==> src/rtl/tpvg_pkg.sv <==
package tpvg_pkg;

   localparam int unsigned CFG_W  = 24;
   localparam int unsigned IDX_W  = 3;
   localparam int unsigned EDGE_W = 26;
   localparam int unsigned NUM_W  = 25;
   localparam int unsigned MAG_W  = 32;
   localparam int unsigned DEN_W  = 39;
   localparam int unsigned PROD_W = 57;
   localparam int unsigned QUO_W  = 17;
   localparam int unsigned FRAC_W = 15;
   localparam logic [63:0] PI_Q30 = 64'd3373259426;

   // ceil(2^RCP_SH / ((2n)(2n+1))); exact floor division for terms below 2^32
   localparam int unsigned RCP_SH = 41;
   localparam logic [63:0] TERM_RCP [10] = '{
      ((64'd1 << RCP_SH) + 64'd5) / 64'd6,
      ((64'd1 << RCP_SH) + 64'd19) / 64'd20,
      ((64'd1 << RCP_SH) + 64'd41) / 64'd42,
      ((64'd1 << RCP_SH) + 64'd71) / 64'd72,
      ((64'd1 << RCP_SH) + 64'd109) / 64'd110,
      ((64'd1 << RCP_SH) + 64'd155) / 64'd156,
      ((64'd1 << RCP_SH) + 64'd209) / 64'd210,
      ((64'd1 << RCP_SH) + 64'd271) / 64'd272,
      ((64'd1 << RCP_SH) + 64'd341) / 64'd342,
      ((64'd1 << RCP_SH) + 64'd419) / 64'd420
   };

   typedef enum logic [1:0] {
      MODE_DC    = 2'd0,
      MODE_AC    = 2'd1,
      MODE_PULSE = 2'd2,
      MODE_NONE  = 2'd3
   } mode_type;

   typedef enum logic [2:0] {
      REG_MODE    = 3'd0,
      REG_PEAK    = 3'd1,
      REG_PERIOD  = 3'd2,
      REG_START   = 3'd3,
      REG_RISE    = 3'd4,
      REG_PLATEAU = 3'd5,
      REG_DECAY   = 3'd6
   } csr_reg_type;

   typedef enum logic [2:0] {
      KIND_ZERO  = 3'd0,
      KIND_ONE   = 3'd1,
      KIND_SINE  = 3'd2,
      KIND_RISE  = 3'd3,
      KIND_DECAY = 3'd4
   } kind_type;

   typedef struct packed {
      mode_type           mode;
      logic [15:0]        peak;
      logic [CFG_W-1:0]   start;
      logic [CFG_W-1:0]   rise;
      logic [CFG_W-1:0]   decay;
      logic [EDGE_W-1:0]  e1;
      logic [EDGE_W-1:0]  e2;
      logic [EDGE_W-1:0]  e3;
      logic               overrun;
   } cfg_type;

   // quarter-wave sine entry, Q15, evaluated at elaboration only
   function automatic logic [15:0] sine_entry(input int unsigned k, input int unsigned tbits);
      logic [63:0]  x;
      logic [63:0]  x2;
      logic [63:0]  term;
      logic [127:0] tp;
      logic [63:0]  v;
      longint       sum;
      x    = (PI_Q30 * 64'(k)) >> (tbits + 1);
      x2   = (x * x) >> 30;
      term = x;
      sum  = longint'(x);
      for (int n = 1; n <= 10; n++) begin
         term = (term * x2) >> 30;
         tp   = 128'(term) * 128'(TERM_RCP[n-1]);
         term = 64'(tp >> RCP_SH);
         if ((n % 2) == 1) begin
            sum = sum - longint'(term);
         end else begin
            sum = sum + longint'(term);
         end
      end
      if (sum < 0) begin
         sum = 0;
      end
      v = (64'(sum) + 64'd16384) >> 15;
      if (v > 64'd32768) begin
         v = 64'd32768;
      end
      return v[15:0];
   endfunction

endpackage

==> src/rtl/tpvg_phase.sv <==
module tpvg_phase #(
   parameter int TIME_BITS       = 32,
   parameter int SINE_TABLE_BITS = 10
) (
   input  logic                         clock,
   input  logic                         reset,
   input  logic                         en,
   input  logic                         in_valid,
   input  logic [TIME_BITS-1:0]         in_time,
   input  logic signed [15:0]           in_amp,
   input  logic [tpvg_pkg::CFG_W-1:0]   period,
   output logic                         out_valid,
   output logic [tpvg_pkg::CFG_W-1:0]   out_phase,
   output logic [SINE_TABLE_BITS+1:0]   out_idx,
   output logic signed [15:0]           out_amp
);

   localparam int IW = SINE_TABLE_BITS + 2;
   localparam int NS = TIME_BITS + IW;
   localparam int RW = tpvg_pkg::CFG_W;

   logic                 vld_ff [NS];
   logic [TIME_BITS-1:0] tm_ff  [NS];
   logic [RW-1:0]        rem_ff [NS];
   logic [RW-1:0]        ph_ff  [NS];
   logic [IW-1:0]        quo_ff [NS];
   logic signed [15:0]   amp_ff [NS];

   // one restoring step per stage: time bits first, then IW zero bits for the index
   for (genvar i = 0; i < NS; i++) begin : g_step
      logic                 vld_p;
      logic [TIME_BITS-1:0] tm_p;
      logic [RW-1:0]        rem_p;
      logic [RW-1:0]        ph_p;
      logic [IW-1:0]        quo_p;
      logic signed [15:0]   amp_p;
      logic [RW:0]          sft;
      logic                 ge;
      logic [RW-1:0]        rem_in;
      logic [RW-1:0]        ph_in;
      logic [IW-1:0]        quo_in;

      if (i == 0) begin : g_first
         assign vld_p = in_valid;
         assign tm_p  = in_time;
         assign rem_p = '0;
         assign ph_p  = '0;
         assign quo_p = '0;
         assign amp_p = in_amp;
      end else begin : g_next
         assign vld_p = vld_ff[i-1];
         assign tm_p  = tm_ff[i-1];
         assign rem_p = rem_ff[i-1];
         assign ph_p  = ph_ff[i-1];
         assign quo_p = quo_ff[i-1];
         assign amp_p = amp_ff[i-1];
      end

      assign sft    = {rem_p, tm_p[TIME_BITS-1]};
      assign ge     = sft >= {1'b0, period};
      assign rem_in = ge ? RW'(sft - {1'b0, period}) : sft[RW-1:0];

      if (i >= TIME_BITS) begin : g_quo
         assign quo_in = {quo_p[IW-2:0], ge};
      end else begin : g_noquo
         assign quo_in = quo_p;
      end

      if (i == TIME_BITS - 1) begin : g_ph
         assign ph_in = rem_in;
      end else begin : g_keep
         assign ph_in = ph_p;
      end

      always_ff @(posedge clock) begin
         if (reset) begin
            vld_ff[i] <= 1'b0;
         end else if (en) begin
            vld_ff[i] <= vld_p;
         end
      end

      always_ff @(posedge clock) begin
         if (en) begin
            tm_ff[i]  <= tm_p << 1;
            rem_ff[i] <= rem_in;
            ph_ff[i]  <= ph_in;
            quo_ff[i] <= quo_in;
            amp_ff[i] <= amp_p;
         end
      end
   end

   assign out_valid = vld_ff[NS-1];
   assign out_phase = ph_ff[NS-1];
   assign out_idx   = quo_ff[NS-1];
   assign out_amp   = amp_ff[NS-1];

endmodule

==> config.mk <==
export PLATFORM = sky130hd
export DESIGN_NAME = tpvg_phase
export DESIGN_NICKNAME = d
export VERILOG_FILES = /design/src/rtl/tpvg_pkg.sv /design/src/rtl/tpvg_phase.sv
export SDC_FILE = /design/constraint.sdc
export NUM_CORES = 2
export LEC_CHECK = 0
export BUFFER_PORTS_ARGS = -buffer_cell sky130_fd_sc_hd__buf_2
export CORE_MARGIN = 10
export CORE_UTILIZATION = 39
export CTS_CLUSTER_DIAMETER = 150
export CTS_CLUSTER_SIZE = 30
export DETAILED_ROUTE_END_ITERATION = 16
export GPL_TIMING_DRIVEN = 1
export MAX_ROUTING_LAYER = met4
export PLACE_DENSITY_LB_ADDON = 0.05
export SYNTH_ARGS = -nofsm -noshare
export SYNTH_HDL_FRONTEND = slang
export SYNTH_MEMORY_MAX_BITS = 65536
export SYNTH_SLANG_ARGS = --single-unit
==> constraint.sdc <==
create_clock -name clock -period 7 [get_ports clock]
set_input_delay 1.4 -clock clock [delete_from_list [all_inputs] [get_ports clock]]
set_output_delay 1.4 -clock clock [all_outputs]
set_load 0.005 [all_outputs]
# Word level (Yosys, flattened, before mapping)

Memory sizes are Yosys's and may differ from the RTL's.
Index checks and enable logic that the tools add are counted.

Register bits: 0
Bits in writable memories: 4752
Input bits: 76
Output and inout port bits: 53
Logic and storage cells: 232
Memories: 6

Add/subtract/negate cells: 44
Order comparisons: 44
Mux-type cells: 94
Bitwise logic cells: 44

Memories:

| name   | depth | bits a word | read ports | clocked after Yosys merged registers in | write ports | RTL line         | source |
|---|---|---|---|---|---|---|---|
| tm_ff  | 44    | 31          | 43         | 0                                       | 44          | tpvg_phase.sv:23 | `logic [TIME_BITS-1:0] tm_ff [NS];` |
| ph_ff  | 44    | 24          | 43         | 0                                       | 44          | tpvg_phase.sv:25 | `logic [RW-1:0] ph_ff [NS];` |
| rem_ff | 44    | 24          | 43         | 0                                       | 44          | tpvg_phase.sv:24 | `logic [RW-1:0] rem_ff [NS];` |
| amp_ff | 44    | 16          | 44         | 0                                       | 44          | tpvg_phase.sv:27 | `logic signed [15:0] amp_ff [NS];` |
| quo_ff | 44    | 12          | 44         | 0                                       | 44          | tpvg_phase.sv:26 | `logic [IW-1:0] quo_ff [NS];` |
| vld_ff | 44    | 1           | 44         | 0                                       | 44          | tpvg_phase.sv:22 | `logic vld_ff [NS];` |

Operator list:

| kind                                             | count |
|---|---|
| 25-bit by 24-bit >= comparator with 1-bit output | 43 |
| 24-bit 2-to-1 mux                                | 44 |
| 24-bit subtractor                                | 43 |
| 1-bit 2-to-1 mux                                 | 50 |
| 1-bit OR                                         | 44 |
| 1-bit by 24-bit >= comparator with 1-bit output  | 1 |
| 1-bit by 24-bit subtractor with 24-bit output    | 1 |

# Logic depth before layout (Yosys ltp)

Depth in word-level cells: 4
Depth in mapped cells: 15
Mapped depth without buffers: 15

# Least setup slack after synthesis

Ideal clock, no wire load.

Path type: input-to-reg
Start point: input port period[1] in the netlist's numbering
End point: memory rem_ff[0][326] in the netlist's numbering (data pin)
Setup time: 0.262 ns
Data arrival time: 6.575 ns
Required time: 6.738 ns
Slack: 0.163 ns
Cell stages on the path: 14
Path buffers: 1
Cells stage by stage: inv_1 ha_1 nor2b_1 o2111a_1 o31a_1 o31a_1 a221oi_2 o311ai_1 a21o_1 a41oi_1 o21ai_1 a211oi_4 buf_6 mux2_1

RTL lines:

| what               | RTL line         | source |
|---|---|---|
| start: declaration | tpvg_phase.sv:11 | `input logic [tpvg_pkg::CFG_W-1:0] period,` |
| end: declaration   | tpvg_phase.sv:24 |  |

==> metrics.log <==
INFO  metric number_of_antenna_violations_at_the_first_check_in_global_routing = 14
INFO  metric via_count = 85000
INFO  metric whs_endpoint = tm_ff[0][45]
INFO  metric synth_cell_types = 92
INFO  metric largest_net_degree_at_the_start_of_global_routing = 187
INFO  metric critical_path.endpoint_type = flop
INFO  metric final_critical_path_setup_slack = 1860 ps
INFO  metric synth_flop_cell = sky130_fd_sc_hd__edfxtp_1
INFO  metric area_delta_synth_final = 7.48%
INFO  metric drt_first_iter_violations = 6260
INFO  metric worst_skew_pair.late_latency = a little over 900 ps
INFO  metric crit-reg2reg-launch = tm_ff[1][185]
INFO  metric hold_depth = 0
INFO  metric critical_path_peak_fanout = 46
INFO  metric clock_skew = 54.8 ps
INFO  metric syn-mean-instance-area = roughly 13 um^2
INFO  metric fin_setup_tns = 0 ps
INFO  metric yosys_register_bits = 2642
INFO  metric netlist_instances = 10800
INFO  metric vias_in_the_first_global_route = 83400
INFO  metric post-synth-top-area-cell = sky130_fd_sc_hd__edfxtp_1
INFO  metric cts_repair_resize_count = 0
INFO  metric grt.overflow.total = 0
INFO  metric clock_sink_count = 2642
INFO  metric crit_path_start_kind = input port
INFO  metric post-place-ws = 887 ps
INFO  metric layout.nets = roughly 12000
INFO  metric finalSetupViolations = 0
INFO  metric timing.hold.ws = 401 ps
INFO  metric htree_levels = 3
INFO  metric post_synth_main_area_contributors = sky130_fd_sc_hd__edfxtp_1, sky130_fd_sc_hd__ha_1, sky130_fd_sc_hd__mux2_2
INFO  metric die_height = 614 um
INFO  metric ys_warn_count = 0
INFO  metric yosys.area.top_type_share = between 50% and 60%
INFO  metric irDropWorstVdd = 288 uV
INFO  metric power_per_unit_of_standard_cell_area = 443 nW/um^2
INFO  metric grt_pass1_wl = 511000 um
INFO  metric slew_viol_final = 0
INFO  metric cts-hold-fix-buffers = 0
INFO  metric drt-wirelength-per-cell = 21.6 um
INFO  metric drive_gt1_share = 8.96%
INFO  metric grt.total_usage = 17.9%
INFO  metric core.rowCount = 217
INFO  metric final_hold_viol_count = 0
INFO  metric timing.fmax = roughly 190 MHz
INFO  metric cts_inserted_buffers = approximately 100
INFO  metric synthArstFlopShare = 0%
INFO  metric synth-edff-count = 2642
INFO  metric cts_tree = yes
INFO  metric fp.dieArea = between 300000 and 400000 um^2
INFO  metric cts-root-buf = sky130_fd_sc_hd__clkbuf_16
INFO  metric routabilityCongestion = 0.890
INFO  metric initial_core_util = 39.2%
INFO  metric power.static_leakage = between 50 and 60 nW
INFO  metric postCtsSetupBuffers = 0
INFO  metric io_buffer_count = 128
INFO  metric drtAntennaViolNets = 0
INFO  metric yosysSeqAreaShare = 57.7%
INFO  metric required = 7620 ps
INFO  metric timing.final.crit_share = 73.4%
INFO  metric worstHoldStart = tm_ff[0][13]
INFO  metric place_hpwl = 239000 um
INFO  metric r2r_end = rem_ff[1][164]
INFO  metric top_level_ports = 129
INFO  metric tightest_slew = between 1000 and 1500 ps
INFO  metric max_slew_margin = 11.9%
INFO  metric drt-vias-per-instance = approximately 5.4
INFO  metric cts.reportedPaths.clkPinSlew = 120 ps
INFO  metric drc_errors = 0
INFO  metric cts.path.max_buffers = 4
INFO  metric r2r_slack = between 2000 and 3000 ps
INFO  metric detailedRoute.firstPassIterationCount = 8
INFO  metric period_needed = 5140 ps
INFO  metric critPathKind = input port to flop
INFO  metric min-delay-path-class = flop to flop
INFO  metric synth.net_count = 12000
INFO  metric run_status = finished, final reports clean
INFO  metric grt_setup_unrepaired = no
INFO  metric maxCapViolCount = 0
INFO  metric worstRegToRegCells = 15
INFO  metric core = between 300000 and 400000 um^2
INFO  metric crit_arrival = 5760 ps
INFO  metric synth.cell_area = 137000 um^2
INFO  metric die_x = 614 um
INFO  metric postRouteWirelength = 339000 um
worst max-delay path, stage by stage:
cell and delay (ps):
sky130_fd_sc_hd__buf_2 100, sky130_fd_sc_hd__clkinv_2 460, sky130_fd_sc_hd__buf_4 460, sky130_fd_sc_hd__ha_1 400
sky130_fd_sc_hd__nand3_1 160, sky130_fd_sc_hd__o221ai_1 190, sky130_fd_sc_hd__o31a_1 340, sky130_fd_sc_hd__a21o_1 210
sky130_fd_sc_hd__a22o_1 230, sky130_fd_sc_hd__o21a_1 220, sky130_fd_sc_hd__o211ai_1 180, sky130_fd_sc_hd__a21o_1 940
sky130_fd_sc_hd__mux2_2 420
cell usage after synthesis (18+ instances only):
master                        n
sky130_fd_sc_hd__a221o_1     31
sky130_fd_sc_hd__nor3_1     115
sky130_fd_sc_hd__and4_1      18
sky130_fd_sc_hd__nand2_1    721
sky130_fd_sc_hd__o211ai_1    32
sky130_fd_sc_hd__or2_2       35
sky130_fd_sc_hd__xor2_1     310
sky130_fd_sc_hd__nor2b_1    128
sky130_fd_sc_hd__o31ai_1     51
sky130_fd_sc_hd__a211o_1     29
sky130_fd_sc_hd__buf_2       41
sky130_fd_sc_hd__inv_1      329
sky130_fd_sc_hd__a221oi_1    21
sky130_fd_sc_hd__mux2_2     433
sky130_fd_sc_hd__a31oi_1     90
sky130_fd_sc_hd__buf_4       18
sky130_fd_sc_hd__o21ai_0    684
sky130_fd_sc_hd__a21boi_0    44
sky130_fd_sc_hd__fa_1        42
sky130_fd_sc_hd__nand3_1    176
sky130_fd_sc_hd__nand4_1    125
sky130_fd_sc_hd__and2_1      84
sky130_fd_sc_hd__ha_1      1033
sky130_fd_sc_hd__a21oi_1    909
sky130_fd_sc_hd__mux2_1      30
sky130_fd_sc_hd__nor4_1      34
sky130_fd_sc_hd__xnor2_1    531
sky130_fd_sc_hd__o21bai_1   130
sky130_fd_sc_hd__a211oi_1    53
sky130_fd_sc_hd__o21a_1     100
sky130_fd_sc_hd__nand2b_1   133
sky130_fd_sc_hd__clkbuf_1   150
sky130_fd_sc_hd__and3_1      68
sky130_fd_sc_hd__edfxtp_1  2642
sky130_fd_sc_hd__or3_1       27
sky130_fd_sc_hd__mux2i_1     30
sky130_fd_sc_hd__a21o_1     469
sky130_fd_sc_hd__o31a_1      27
sky130_fd_sc_hd__nor2_1     639
per-stage QoR:
stage,power [mW],instances,util (%),cell area [um^2]
detailed placement,58.1,15500,41.4,145000
CTS,66.2,15700,42.2,148000
finish,65.5,15700,42.2,148000
global route,70.6,15700,42.2,148000
global placement,57.9,15500,41.4,145000
floorplan,49.5,10800,-,137000
how the worst max path moves through the flow:
| stage | startpoint | to | slack [ps] |
|---|---|---|---|
| finish | period[4] | rem_ff[1][174] | 1860 |
| global route | period[11] | rem_ff[2][209] | 1600 |
| CTS | period[11] | rem_ff[2][209] | 1830 |
| detailed placement | period[11] | rem_ff[2][209] | 890 |
| global placement | period[11] | rem_ff[2][209] | 950 |
| floorplan | period[1] | rem_ff[0][326] | 160 |
routing by layer:
layer  global-route usage (%)  share of wire, %
met5                        -                 0
met4                     4.64               2.8
met1                     23.7                46
met2                     29.8                48
met3                     1.35               3.2
cell type report:
type | count | area [um^2]
clock inverters | 8 | 109
flip-flops and latches | 2642 | 79300
clock buffers | 107 | 2640
well taps | 4599 | 5750
diodes | 11 | 27.5
repair buffers | 327 | 2580
inverters | 329 | 1270
fillers | 32200 | 203000
multi-input cells | 7652 | 56000
layout by cell type, fill, tap and decap left out, types with 29 or more instances in the layout:
cell                        Yosys  final
sky130_fd_sc_hd__buf_2         41    126
sky130_fd_sc_hd__o21bai_1     130    130
sky130_fd_sc_hd__nand3_1      176    176
sky130_fd_sc_hd__o31ai_1       51     51
sky130_fd_sc_hd__xnor2_1      531    531
sky130_fd_sc_hd__mux2_2       433    433
sky130_fd_sc_hd__o21ai_0      684    682
sky130_fd_sc_hd__xor2_1       310    310
sky130_fd_sc_hd__mux2_1        30     30
sky130_fd_sc_hd__a21oi_1      909    907
sky130_fd_sc_hd__nor4_1        34     34
sky130_fd_sc_hd__and2_1        84     84
sky130_fd_sc_hd__clkbuf_16      0    105
sky130_fd_sc_hd__inv_1        329    306
sky130_fd_sc_hd__a21boi_0      44     44
sky130_fd_sc_hd__nand4_1      125    125
sky130_fd_sc_hd__a31oi_1       90     87
sky130_fd_sc_hd__nand2_1      721    721
sky130_fd_sc_hd__a21o_1       469    469
sky130_fd_sc_hd__edfxtp_1    2642   2642
sky130_fd_sc_hd__nand2b_1     133    133
sky130_fd_sc_hd__mux2i_1       30     30
sky130_fd_sc_hd__a211o_1       29     29
sky130_fd_sc_hd__a221o_1       31     31
sky130_fd_sc_hd__buf_12         0     35
sky130_fd_sc_hd__nor2_1       639    639
sky130_fd_sc_hd__o211ai_1      32     32
sky130_fd_sc_hd__or2_2         35     35
sky130_fd_sc_hd__ha_1        1033   1033
sky130_fd_sc_hd__nor3_1       115    114
sky130_fd_sc_hd__and3_1        68     68
sky130_fd_sc_hd__a211oi_1      53     53
sky130_fd_sc_hd__fa_1          42     42
sky130_fd_sc_hd__buf_4         18    166
sky130_fd_sc_hd__nor2b_1      128    128
sky130_fd_sc_hd__o21a_1       100    100
power by group:
group | switching (mW) | internal [mW] | total (mW) | leakage (nW)
clock | 4.81 | 2.77 | 7.59 | 1.35
sequential | 2.74 | 23.4 | 26.1 | 25.9
combinational | 17.4 | 14.4 | 31.8 | 28.3
cells by family (layout without fill, tap and decap cells):
logic type,count (synthesis),in the layout,share of synthesized area [%]
buf+inv,551,771,1.61
compound gates,2891,2891,13.2
xor+xnor,841,841,5.36
simple gates,2352,2352,8.07
flops,2642,2642,57.7
fa+ha+maj,1075,1075,10.0
other cells,0,11,0
mux,493,493,4.01
sequential cells by signal, indices dropped and copies added, names as in the netlist:
register  cells
rem_ff     1031
amp_ff      704
tm_ff       496
ph_ff       289
quo_ff       78
vld_ff       44
Power figures use the tool's default switching activity.
